`src/resyncing_frame_deframer_assert.svh`:
```
// assertion macros shared by the deframer rtl
`ifndef RESYNCING_FRAME_DEFRAMER_ASSERT_SVH
`define RESYNCING_FRAME_DEFRAMER_ASSERT_SVH

// condition holds in the same cycle as the trigger
`define RFD_ASSERT_NOW(name, clk, rst_n, trig, cond) \
    name: assert property (@(posedge clk) disable iff (!rst_n) (trig) |-> (cond)) \
        else $error("rfd assertion failed");

// condition holds in the cycle after the trigger
`define RFD_ASSERT_NEXT(name, clk, rst_n, trig, cond) \
    name: assert property (@(posedge clk) disable iff (!rst_n) (trig) |=> (cond)) \
        else $error("rfd assertion failed");

`endif

```
`src/rfd_pkg.sv`:
```
// types and constants of the frame deframer
`timescale 1ns / 1ps
`default_nettype none

package rfd_pkg;

    localparam int MAX_PAYLOAD_DEFAULT = 48;
    localparam logic [7:0] START_BYTE = 8'hEF;
    localparam int HEADER_BYTES = 6;
    localparam int STORE_DEPTH = 64;
    localparam int ADDR_W = 6;
    localparam int COUNT_W = 7;

    typedef enum logic [2:0] {
        KIND_HEADER   = 3'd0,
        KIND_PAYLOAD  = 3'd1,
        KIND_NO_START = 3'd2,
        KIND_NOISE    = 3'd3,
        KIND_LEN_BAD  = 3'd4,
        KIND_SUM_BAD  = 3'd5
    } kind_t;

    typedef enum logic [3:0] {
        ST_IDLE,
        ST_TOP,
        ST_SCAN_RD,
        ST_SCAN_CHK,
        ST_LEN_RD,
        ST_LEN_CHK,
        ST_SUM_RD,
        ST_SUM_ADD,
        ST_HDR_EMIT,
        ST_PAY_RD,
        ST_PAY_EMIT,
        ST_FINISH
    } parse_state_t;

    typedef struct packed {
        logic       valid;
        logic [7:0] data;
    } byte_item_t;

    typedef struct packed {
        kind_t              kind;
        logic [7:0]         device_id;
        logic [7:0]         system_id;
        logic [7:0]         message_id;
        logic [7:0]         seq_number;
        logic [5:0]         payload_length;
        logic [7:0]         payload_byte;
        logic [COUNT_W-1:0] dropped_count;
        logic [7:0]         received_sum;
        logic [7:0]         expected_sum;
        logic               last;
        logic [COUNT_W-1:0] buffered_count;
    } result_t;

endpackage

`default_nettype wire

```
`src/rfd_if.sv`:
```
// stream interfaces for received bytes and deframer results
`timescale 1ns / 1ps
`default_nettype none

interface rfd_in_if;
    logic       valid;
    logic       ready;
    logic [7:0] rx_byte;

    modport source (output valid, output rx_byte, input ready);
    modport sink (input valid, input rx_byte, output ready);
endinterface

interface rfd_out_if;
    logic       valid;
    logic       ready;
    logic [2:0] kind;
    logic [7:0] device_id;
    logic [7:0] system_id;
    logic [7:0] message_id;
    logic [7:0] seq_number;
    logic [5:0] payload_length;
    logic [7:0] payload_byte;
    logic [6:0] dropped_count;
    logic [7:0] received_sum;
    logic [7:0] expected_sum;
    logic       last;
    logic [6:0] buffered_count;

    modport source (
        output valid, input ready,
        output kind, output device_id, output system_id, output message_id,
        output seq_number, output payload_length, output payload_byte,
        output dropped_count, output received_sum, output expected_sum,
        output last, output buffered_count
    );
    modport sink (
        input valid, output ready,
        input kind, input device_id, input system_id, input message_id,
        input seq_number, input payload_length, input payload_byte,
        input dropped_count, input received_sum, input expected_sum,
        input last, input buffered_count
    );
endinterface

`default_nettype wire

```
`src/resyncing_frame_deframer.sv`:
```
// top level of the resynchronizing byte-stream frame deframer
`timescale 1ns / 1ps
`default_nettype none

// Takes one received byte per rx transaction and delivers decoded results on
// res. A frame is start byte 0xEF, device id, system id, message id, sequence,
// payload length, payload and an 8-bit additive checksum of all earlier frame
// bytes. Bytes ahead of a start byte come out as one noise result; a length
// above MAX_PAYLOAD or a bad checksum drops only the start byte and the buffer
// is scanned again. A good frame gives a header result then one result per
// payload byte; the final result caused by a byte carries last, and a byte that
// completes nothing gives no result. A two-entry receive queue feeds a parse
// engine that walks a 64-byte buffer through one registered read port. A byte
// that extends a waiting frame rereads its start and length bytes; the byte
// that completes a frame runs a checksum walk then a payload read-out; noise
// scans visit each byte examined. Results leave through a staging register and
// an output register, so the parser keeps working while a result waits on res;
// it stalls only when both registers are full and res is not ready.
// No clearing pass after reset: buffer entries are only read after written.

module resyncing_frame_deframer #(
    parameter int MAX_PAYLOAD = rfd_pkg::MAX_PAYLOAD_DEFAULT
) (
    input  wire logic clk,
    input  wire logic rst_n,
    rfd_in_if.sink    rx,
    rfd_out_if.source res
);
    import rfd_pkg::*;

    byte_item_t q_head;
    logic       q_pop;

    // receive queue, decouples the link from the parse engine
    rfd_front u_front (
        .clk   (clk),
        .rst_n (rst_n),
        .rx    (rx),
        .pop   (q_pop),
        .head  (q_head)
    );

    // buffer, scan, checksum and result staging
    rfd_back #(
        .MAX_PAYLOAD (MAX_PAYLOAD)
    ) u_back (
        .clk   (clk),
        .rst_n (rst_n),
        .head  (q_head),
        .pop   (q_pop),
        .res   (res)
    );

endmodule

`default_nettype wire

```
`src/rfd_front.sv`:
```
// receive side: two-entry byte queue in front of the parser
`timescale 1ns / 1ps
`default_nettype none

module rfd_front (
    input  wire logic            clk,
    input  wire logic            rst_n,
    rfd_in_if.sink               rx,
    input  wire logic            pop,
    output rfd_pkg::byte_item_t  head
);
    import rfd_pkg::*;

    logic [7:0] data_reg [2];
    logic [1:0] count_reg, count_next;
    logic       rd_ptr_reg, rd_ptr_next;
    logic       wr_ptr_reg, wr_ptr_next;
    logic       push, do_pop;

    assign rx.ready = (count_reg != 2'd2);
    assign push     = rx.valid && rx.ready;
    assign do_pop   = pop && (count_reg != 2'd0);

    assign head.valid = (count_reg != 2'd0);
    assign head.data  = data_reg[rd_ptr_reg];

    always_comb
    begin
        count_next  = count_reg;
        rd_ptr_next = rd_ptr_reg;
        wr_ptr_next = wr_ptr_reg;
        if (push)
        begin
            wr_ptr_next = ~wr_ptr_reg;
        end
        if (do_pop)
        begin
            rd_ptr_next = ~rd_ptr_reg;
        end
        if (push && !do_pop)
        begin
            count_next = count_reg + 2'd1;
        end
        else if (do_pop && !push)
        begin
            count_next = count_reg - 2'd1;
        end
    end

    always_ff @(posedge clk or negedge rst_n)
    begin
        if (!rst_n)
        begin
            count_reg  <= 2'd0;
            rd_ptr_reg <= 1'b0;
            wr_ptr_reg <= 1'b0;
        end
        else
        begin
            count_reg  <= count_next;
            rd_ptr_reg <= rd_ptr_next;
            wr_ptr_reg <= wr_ptr_next;
        end
    end

    always_ff @(posedge clk)
    begin
        if (push)
        begin
            data_reg[wr_ptr_reg] <= rx.rx_byte;
        end
    end

endmodule

`default_nettype wire

```
`src/rfd_back.sv`:
```
// parse engine: byte buffer, frame scan, checksum walk and result staging
`timescale 1ns / 1ps
`default_nettype none

module rfd_back #(
    parameter int MAX_PAYLOAD = rfd_pkg::MAX_PAYLOAD_DEFAULT
) (
    input  wire logic            clk,
    input  wire logic            rst_n,
    input  wire rfd_pkg::byte_item_t head,
    output logic                 pop,
    rfd_out_if.source            res
);
    import rfd_pkg::*;

    localparam logic [7:0] MAX_LEN = 8'(MAX_PAYLOAD);

    logic [7:0]         mem [STORE_DEPTH];
    logic [7:0]         rd_data_reg;
    logic [ADDR_W-1:0]  rd_addr;
    logic [ADDR_W-1:0]  wr_addr;

    parse_state_t       state_reg, state_next;
    logic [ADDR_W-1:0]  head_reg, head_next;
    logic [COUNT_W-1:0] fill_reg, fill_next;
    logic [COUNT_W-1:0] idx_reg, idx_next;
    logic [7:0]         len_reg, len_next;
    logic [7:0]         sum_reg, sum_next;
    logic [7:0]         hdr_reg [1:4];
    logic [7:0]         hdr_next [1:4];

    result_t            held_reg, out_reg, out_next;
    logic               held_v_reg, out_v_reg;

    logic               emit_req, emit_fire, flush_fire, out_free;
    result_t            emit_res;
    logic [COUNT_W-1:0] total;
    logic [COUNT_W-1:0] consume;

    assign total    = COUNT_W'(len_reg[5:0]) + COUNT_W'(HEADER_BYTES + 1);
    assign rd_addr  = head_reg + idx_reg[ADDR_W-1:0];
    assign wr_addr  = head_reg + fill_reg[ADDR_W-1:0];
    assign out_free = !out_v_reg || res.ready;
    assign emit_fire = emit_req && (!held_v_reg || out_free);

    // staged result moves to the output register, last only on the flush
    always_comb
    begin
        out_next      = held_reg;
        out_next.last = flush_fire;
    end

    always_comb
    begin
        state_next = state_reg;
        head_next  = head_reg;
        fill_next  = fill_reg;
        idx_next   = idx_reg;
        len_next   = len_reg;
        sum_next   = sum_reg;
        hdr_next   = hdr_reg;
        pop        = 1'b0;
        emit_req   = 1'b0;
        flush_fire = 1'b0;
        consume    = '0;
        emit_res   = '0;

        case (state_reg)
            ST_IDLE:
            begin
                if (head.valid)
                begin
                    pop = 1'b1;
                    if (fill_reg == COUNT_W'(STORE_DEPTH))
                    begin
                        head_next = head_reg + ADDR_W'(1);
                    end
                    else
                    begin
                        fill_next = fill_reg + COUNT_W'(1);
                    end
                    state_next = ST_TOP;
                end
            end
            ST_TOP:
            begin
                idx_next = '0;
                state_next = (fill_reg == '0) ? ST_FINISH : ST_SCAN_RD;
            end
            ST_SCAN_RD:
            begin
                state_next = ST_SCAN_CHK;
            end
            ST_SCAN_CHK:
            begin
                if (rd_data_reg == START_BYTE)
                begin
                    if (idx_reg == '0)
                    begin
                        if (fill_reg < COUNT_W'(HEADER_BYTES))
                        begin
                            state_next = ST_FINISH;
                        end
                        else
                        begin
                            idx_next   = COUNT_W'(HEADER_BYTES - 1);
                            state_next = ST_LEN_RD;
                        end
                    end
                    else
                    begin
                        // noise ahead of a start byte
                        emit_req = 1'b1;
                        consume  = idx_reg;
                        emit_res.kind = KIND_NOISE;
                        emit_res.dropped_count  = idx_reg;
                        emit_res.buffered_count = fill_reg - idx_reg;
                        if (emit_fire)
                        begin
                            state_next = ST_TOP;
                        end
                    end
                end
                else if (idx_reg + COUNT_W'(1) == fill_reg)
                begin
                    // whole buffer is noise
                    emit_req = 1'b1;
                    consume  = fill_reg;
                    emit_res.kind = KIND_NO_START;
                    emit_res.dropped_count  = fill_reg;
                    emit_res.buffered_count = '0;
                    if (emit_fire)
                    begin
                        state_next = ST_TOP;
                    end
                end
                else
                begin
                    idx_next   = idx_reg + COUNT_W'(1);
                    state_next = ST_SCAN_RD;
                end
            end
            ST_LEN_RD:
            begin
                state_next = ST_LEN_CHK;
            end
            ST_LEN_CHK:
            begin
                len_next = rd_data_reg;
                if (rd_data_reg > MAX_LEN)
                begin
                    emit_req = 1'b1;
                    consume  = COUNT_W'(1);
                    emit_res.kind = KIND_LEN_BAD;
                    emit_res.payload_length =
                        (rd_data_reg > 8'd63) ? 6'd63 : rd_data_reg[5:0];
                    emit_res.dropped_count  = COUNT_W'(1);
                    emit_res.buffered_count = fill_reg - COUNT_W'(1);
                    if (emit_fire)
                    begin
                        state_next = ST_TOP;
                    end
                end
                else if (fill_reg < (COUNT_W'(rd_data_reg[5:0]) + COUNT_W'(HEADER_BYTES + 1)))
                begin
                    state_next = ST_FINISH;
                end
                else
                begin
                    idx_next   = '0;
                    sum_next   = '0;
                    state_next = ST_SUM_RD;
                end
            end
            ST_SUM_RD:
            begin
                state_next = ST_SUM_ADD;
            end
            ST_SUM_ADD:
            begin
                if (idx_reg == total - COUNT_W'(1))
                begin
                    if (rd_data_reg != sum_reg)
                    begin
                        emit_req = 1'b1;
                        consume  = COUNT_W'(1);
                        emit_res.kind = KIND_SUM_BAD;
                        emit_res.payload_length = len_reg[5:0];
                        emit_res.dropped_count  = COUNT_W'(1);
                        emit_res.received_sum   = rd_data_reg;
                        emit_res.expected_sum   = sum_reg;
                        emit_res.buffered_count = fill_reg - COUNT_W'(1);
                        if (emit_fire)
                        begin
                            state_next = ST_TOP;
                        end
                    end
                    else
                    begin
                        state_next = ST_HDR_EMIT;
                    end
                end
                else
                begin
                    sum_next = sum_reg + rd_data_reg;
                    case (idx_reg)
                        7'd1:    hdr_next[1] = rd_data_reg;
                        7'd2:    hdr_next[2] = rd_data_reg;
                        7'd3:    hdr_next[3] = rd_data_reg;
                        7'd4:    hdr_next[4] = rd_data_reg;
                        default: ;
                    endcase
                    idx_next   = idx_reg + COUNT_W'(1);
                    state_next = ST_SUM_RD;
                end
            end
            ST_HDR_EMIT:
            begin
                emit_req = 1'b1;
                emit_res.kind = KIND_HEADER;
                emit_res.device_id  = hdr_reg[1];
                emit_res.system_id  = hdr_reg[2];
                emit_res.message_id = hdr_reg[3];
                emit_res.seq_number = hdr_reg[4];
                emit_res.payload_length = len_reg[5:0];
                emit_res.buffered_count = fill_reg - total;
                if (emit_fire)
                begin
                    idx_next   = COUNT_W'(HEADER_BYTES);
                    state_next = ST_PAY_RD;
                end
            end
            ST_PAY_RD:
            begin
                if (idx_reg == total - COUNT_W'(1))
                begin
                    consume    = total;
                    state_next = ST_TOP;
                end
                else
                begin
                    state_next = ST_PAY_EMIT;
                end
            end
            ST_PAY_EMIT:
            begin
                emit_req = 1'b1;
                emit_res.kind = KIND_PAYLOAD;
                emit_res.device_id  = hdr_reg[1];
                emit_res.system_id  = hdr_reg[2];
                emit_res.message_id = hdr_reg[3];
                emit_res.seq_number = hdr_reg[4];
                emit_res.payload_length = len_reg[5:0];
                emit_res.payload_byte   = rd_data_reg;
                emit_res.buffered_count = fill_reg - total;
                if (emit_fire)
                begin
                    idx_next   = idx_reg + COUNT_W'(1);
                    state_next = ST_PAY_RD;
                end
            end
            ST_FINISH:
            begin
                // last staged result of this byte goes out with last set
                if (!held_v_reg)
                begin
                    state_next = ST_IDLE;
                end
                else if (out_free)
                begin
                    flush_fire = 1'b1;
                    state_next = ST_IDLE;
                end
            end
            default:
            begin
                state_next = ST_IDLE;
            end
        endcase

        if (!emit_req || emit_fire)
        begin
            head_next = head_next + consume[ADDR_W-1:0];
            fill_next = fill_next - consume;
        end
    end

    always_ff @(posedge clk or negedge rst_n)
    begin
        if (!rst_n)
        begin
            state_reg  <= ST_IDLE;
            head_reg   <= '0;
            fill_reg   <= '0;
            held_v_reg <= 1'b0;
            out_v_reg  <= 1'b0;
        end
        else
        begin
            state_reg <= state_next;
            head_reg  <= head_next;
            fill_reg  <= fill_next;
            if (emit_fire)
            begin
                held_v_reg <= 1'b1;
            end
            else if (flush_fire)
            begin
                held_v_reg <= 1'b0;
            end
            if ((emit_fire && held_v_reg) || flush_fire)
            begin
                out_v_reg <= 1'b1;
            end
            else if (res.ready)
            begin
                out_v_reg <= 1'b0;
            end
        end
    end

    always_ff @(posedge clk)
    begin
        idx_reg <= idx_next;
        len_reg <= len_next;
        sum_reg <= sum_next;
        hdr_reg <= hdr_next;
        if (emit_fire)
        begin
            held_reg <= emit_res;
        end
        if ((emit_fire && held_v_reg) || flush_fire)
        begin
            out_reg <= out_next;
        end
    end

    // byte buffer, one write and one registered read per cycle
    always_ff @(posedge clk)
    begin
        if (pop)
        begin
            mem[wr_addr] <= head.data;
        end
        rd_data_reg <= mem[rd_addr];
    end

    assign res.valid          = out_v_reg;
    assign res.kind           = out_reg.kind;
    assign res.device_id      = out_reg.device_id;
    assign res.system_id      = out_reg.system_id;
    assign res.message_id     = out_reg.message_id;
    assign res.seq_number     = out_reg.seq_number;
    assign res.payload_length = out_reg.payload_length;
    assign res.payload_byte   = out_reg.payload_byte;
    assign res.dropped_count  = out_reg.dropped_count;
    assign res.received_sum   = out_reg.received_sum;
    assign res.expected_sum   = out_reg.expected_sum;
    assign res.last           = out_reg.last;
    assign res.buffered_count = out_reg.buffered_count;

`include "resyncing_frame_deframer_assert.svh"

    `RFD_ASSERT_NOW(a_fill_bound, clk, rst_n, 1'b1, fill_reg <= COUNT_W'(STORE_DEPTH))
    `RFD_ASSERT_NOW(a_idle_no_held, clk, rst_n, state_reg == ST_IDLE, !held_v_reg)
    `RFD_ASSERT_NOW(a_pay_in_frame, clk, rst_n,
        state_reg == ST_PAY_RD || state_reg == ST_PAY_EMIT,
        idx_reg < total && total <= fill_reg)
    `RFD_ASSERT_NEXT(a_flush_sets_last, clk, rst_n, flush_fire, out_v_reg && out_reg.last)

endmodule

`default_nettype wire
```
`src/flat_wrapper.sv`:
```
// flat-port wrapper written by rule: the top's interface ports become plain ports
module resyncing_frame_deframer_flat import rfd_pkg::*;
#(
    parameter int MAX_PAYLOAD = rfd_pkg::MAX_PAYLOAD_DEFAULT
)
  (clk, rst_n, rx_valid, rx_rx_byte, rx_ready, res_valid, res_ready, res_kind, res_device_id, res_system_id, res_message_id, res_seq_number, res_payload_length, res_payload_byte, res_dropped_count, res_received_sum, res_expected_sum, res_last, res_buffered_count);
  rfd_in_if rx_i ();
  rfd_out_if res_i ();
  input  wire logic clk;
  input  wire logic rst_n;
  input wire logic [$bits(rx_i.valid)-1:0] rx_valid;
  input wire logic [$bits(rx_i.rx_byte)-1:0] rx_rx_byte;
  output wire logic [$bits(rx_i.ready)-1:0] rx_ready;
  output wire logic [$bits(res_i.valid)-1:0] res_valid;
  input wire logic [$bits(res_i.ready)-1:0] res_ready;
  output wire logic [$bits(res_i.kind)-1:0] res_kind;
  output wire logic [$bits(res_i.device_id)-1:0] res_device_id;
  output wire logic [$bits(res_i.system_id)-1:0] res_system_id;
  output wire logic [$bits(res_i.message_id)-1:0] res_message_id;
  output wire logic [$bits(res_i.seq_number)-1:0] res_seq_number;
  output wire logic [$bits(res_i.payload_length)-1:0] res_payload_length;
  output wire logic [$bits(res_i.payload_byte)-1:0] res_payload_byte;
  output wire logic [$bits(res_i.dropped_count)-1:0] res_dropped_count;
  output wire logic [$bits(res_i.received_sum)-1:0] res_received_sum;
  output wire logic [$bits(res_i.expected_sum)-1:0] res_expected_sum;
  output wire logic [$bits(res_i.last)-1:0] res_last;
  output wire logic [$bits(res_i.buffered_count)-1:0] res_buffered_count;
  assign rx_i.valid = rx_valid;
  assign rx_i.rx_byte = rx_rx_byte;
  assign rx_ready = rx_i.ready;
  assign res_valid = res_i.valid;
  assign res_i.ready = res_ready;
  assign res_kind = res_i.kind;
  assign res_device_id = res_i.device_id;
  assign res_system_id = res_i.system_id;
  assign res_message_id = res_i.message_id;
  assign res_seq_number = res_i.seq_number;
  assign res_payload_length = res_i.payload_length;
  assign res_payload_byte = res_i.payload_byte;
  assign res_dropped_count = res_i.dropped_count;
  assign res_received_sum = res_i.received_sum;
  assign res_expected_sum = res_i.expected_sum;
  assign res_last = res_i.last;
  assign res_buffered_count = res_i.buffered_count;
  resyncing_frame_deframer #(.MAX_PAYLOAD(MAX_PAYLOAD)) u_core (.clk(clk), .rst_n(rst_n), .rx(rx_i), .res(res_i));
endmodule
```
`config.mk`:
```
export PLATFORM = sky130hd
export DESIGN_NAME = resyncing_frame_deframer_flat
export DESIGN_NICKNAME = d
export VERILOG_FILES = /design/src/rfd_pkg.sv /design/src/rfd_if.sv /design/src/resyncing_frame_deframer.sv /design/src/rfd_front.sv /design/src/rfd_back.sv /design/src/flat_wrapper.sv
export VERILOG_INCLUDE_DIRS = /design/src /design/src/src
export SDC_FILE = /design/constraint.sdc
export NUM_CORES = 1
export LEC_CHECK = 0
export BUFFER_PORTS_ARGS = -buffer_cell sky130_fd_sc_hd__buf_2
export CAP_MARGIN = 10
export CORE_UTILIZATION = 30
export DETAILED_ROUTE_END_ITERATION = 12
export PLACE_DENSITY = 0.52
export SYNTH_ARGS = -nofsm -noshare
export SYNTH_HDL_FRONTEND = slang
export SYNTH_HIERARCHICAL = 1
export SYNTH_SLANG_ARGS = --single-unit
```
`constraint.sdc`:
```
create_clock -name clk -period 19.92 [get_ports clk]
set_clock_uncertainty 0.2 [all_clocks]
set_input_delay 0.996 -clock clk [delete_from_list [all_inputs] [get_ports clk]]
set_output_delay 0.996 -clock clk [all_outputs]
set_load 0.05 [all_outputs]
```
==> flow_summary.json <==
{
  "rsz0062_at_grt": "no",
  "htree_levels": 3,
  "fill_cells": 9919,
  "clk_path_buf_depth": 3,
  "syn_avg_cell_area_um2": 18.3,
  "rrSetupSlack_ns": 14.55,
  "worstSetupPathType": "flip-flop to flip-flop",
  "drc": 0,
  "critPathTopFamily": "compound AO/OA/AOI/OAI gates",
  "max_freq_mhz": 186,
  "vias": 15916,
  "area_delta_synth_final_pct": 15.1,
  "min_period_over_period": 0.269,
  "root_buffer": "clkbuf_16",
  "die_h_um": 328,
  "placed_cells": 3174,
  "reg2reg_from": "u_core/u_back/len_reg[0]",
  "drv_cap": 0,
  "setup_viol": 0,
  "portBuffers": 93,
  "syn_inst": 1735,
  "place_ws_ns": 14.54,
  "power_frac_comb": 0.444,
  "hold_viol_final": 0,
  "synthTopCellsByArea": "edfxtp_1 (70%), mux4_2 (11%), ha_1 (2.3%), dfrtp_1 (1.8%), xnor2_1 (1.7%)",
  "wl_per_cell_um": 21.7,
  "final_nets": 1947,
  "cp.arrival_ns": 5.68,
  "overflow": 0,
  "numCtsBuffers": 84,
  "track_usage": 0.136,
  "yosysSeqAreaShare": 0.722,
  "p_sw_frac": 0.377,
  "crit_path_start": "u_core/u_back/len_reg[0]",
  "yosys_warnings": 6,
  "final_cell_mix": "edfxtp_1 (740), mux4_2 (160), nor2_1 (124), buf_2 (93), clkbuf_16 (86)",
  "tightest_slew_ns": 1.03,
  "reg2reg_depth": 20,
  "status": "complete, no violations",
  "crit_path_end_kind": "flip-flop",
  "power.density_nw_per_um2": 183,
  "path_cells": "inv_1 > ha_1 > xor2_1 > inv_2 > a31oi_1 > xnor2_1 > a211oi_2 > nor3b_2 > and2_1 > nand3_1 > o21ai_0 > inv_1 > ha_1 > nor2b_1 > o21ai_0 > nand2b_1 > a21o_1 > a21oi_1 > xnor2_1 > mux2_4",
  "rows": 119,
  "critPathRequiredTime_ns": 20.23,
  "clock-sinks": 771,
  "irDropWorstVdd_uv": 154,
  "postCtsResizedCells": 0,
  "ys_ff_latch": 771,
  "leakage_nw": 12.0,
  "fin_cells": 3324,
  "io-pin-count": 94,
  "seqPwrFrac": 0.334,
  "drt_wl_total_mm": 72.0,
  "firstDrtPassIters": 5,
  "intPower_mw": 4.18,
  "power.switching_mw": 2.53,
  "critical_path.max_fanout": 12,
  "critPathSlowestCell": "o21ai_0",
  "final_common_cell": "edfxtp_1",
  "tritoncts": "built",
  "drive_gt1_frac": 0.232,
  "crit_cells": 20,
  "design.core.area_um2": 105000,
  "post-cts-setup-buffers": 0,
  "hpwl_mm": 45.0,
  "start_kind": "flip-flop",
  "pwr-share-clk": 0.222,
  "antenna_found_initial": 0,
  "finalSetupTns_ns": 0,
  "worstSkewPairLatency_ns": 0.65,
  "dr_wl_met2_mm": 35.2,
  "synth_area_leader_cell": "edfxtp_1",
  "cts_hold_buf": 0,
  "path_buf_inv": 3,
  "critical-path-max-stage-delay_ns": 0.65,
  "synth_area_um2": 31800,
  "wl_met3_mm": 3.58,
  "num_antenna_cells": 0,
  "yosysTopAreaCellShare": 0.699,
  "syn_nets": 1812,
  "synth_edf_count": 740,
  "ys.flop_type": "edfxtp_1",
  "slew_violations": 0,
  "avgViaCountPerCell": 4.79,
  "dieArea_um2": 107000,
  "die_x_um": 328,
  "place_congestion": 0.861,
  "top_layer_used": "met4",
  "async_flop_share": 0.0298,
  "drt-initial-drc-count": 1307,
  "cts.clk_slew.worst_paths_ns": 0.06,
  "final_antenna_net_count": 0,
  "largest_reg_flops": 512,
  "fin_ws_ns": 14.55,
  "synth_cell_types": 75,
  "met1_length_mm": 31.3,
  "grt_pass1_wl_mm": 109,
  "grt_max_degree": 80,
  "hold_path.class": "primary input to async pin",
  "grt_pass1_vias": 16532,
  "relSlewSlack": 0.311,
  "fin_crit_ns": 5.37,
  "start_util": 0.303
}
## cells by family (layout without fill, tap and decap cells)
logic type / Yosys count / after routing / share of synthesized area
adders and majority gates: 67 / 67 / 0.0279
muxes: 184 / 184 / 0.122
DFF: 771 / 771 / 0.722
xor gates and xnor gates: 92 / 92 / 0.0264
and+or+nand+nor: 355 / 355 / 0.0552
AOI/OAI and AO/OA: 152 / 152 / 0.0317
buffers and inverters: 114 / 312 / 0.0151
## final cells by class
type                       instances  area [µm²]  share of cell area
tap                             1391        1740              0.0475
clock buffer                      98        2210              0.0603
timing repair buffer             121         676              0.0185
sequential                       771       23000               0.627
inverter                          42         159             0.00434
clock inverter                    51         443              0.0121
multi-input combinational        850        8430               0.230
## power groups by stage
| stage | registers [mW] | logic, mW | clock network, mW |
|---|---|---|---|
| after global routing | 2.26 | 3.22 | 1.60 |
| after CTS | 2.25 | 3.03 | 1.54 |
| after global placement | 2.27 | 3.01 | 0 |
| after floorplan | 2.31 | 2.01 | 0 |
| after detailed placement | 2.28 | 3.02 | 0 |
| final | 2.24 | 2.98 | 1.49 |
## routing by layer
layer / GRT usage / vias to the layer above
li1: - / 7112
met1: 0.180 / 8273
met2: 0.226 / 417
met3: 0.0246 / 114
met4: 0.0449 / 0
met5: 0 / -
## cells in the mapped netlist (4+ instances only)
library cell and n:
nand2b_1 10, buf_2 11, a211oi_1 11, ha_1 58, a21o_1 17, or3_1 5
o21bai_1 6, o21ai_0 34, mux4_2 160, clkbuf_1 42, mux2_4 4, o21ai_2 5
a21oi_1 43, dfrtp_1 23, a22oi_1 7, and3_1 11, xnor2_1 60, dfxtp_1 8
nor3_1 17, nor2b_1 20, edfxtp_1 740, nand2_1 59, nor2_1 124, nand3_1 25
nand4_1 9, inv_1 41, xor2_1 29, mux2_2 9, mux2i_1 11, and2_1 51
nor4_1 5, buf_1 13, fa_1 7
## stage by stage
stage / cell area [µm²] / total power [mW] / hold slack (ns) / util
6_report: 36600 / 6.72 / 0.159 / 0.348
5_1_grt: 36600 / 7.07 / 0.185 / 0.348
4_1_cts: 36600 / 6.81 / 0.148 / 0.348
3_5_place_dp: 34000 / 5.30 / 0.205 / 0.323
3_3_place_gp: 34000 / 5.28 / 0.202 / 0.323
2_1_floorplan: 31800 / 4.32 / 0.200 / -
## path summary, 6_finish.rpt
check                                                 endpoint
setup / recovery                     u_core/u_back/fill_reg[5]
hold / removal                       u_core/u_front/wr_ptr_reg
setup reg to reg                     u_core/u_back/fill_reg[5]
hold reg to reg            u_core/u_back/res.payload_length[1]
max in group asynchronous              u_core/u_back/res.valid
min in group clk           u_core/u_back/res.payload_length[1]
(Power assumes the default switching activity.)
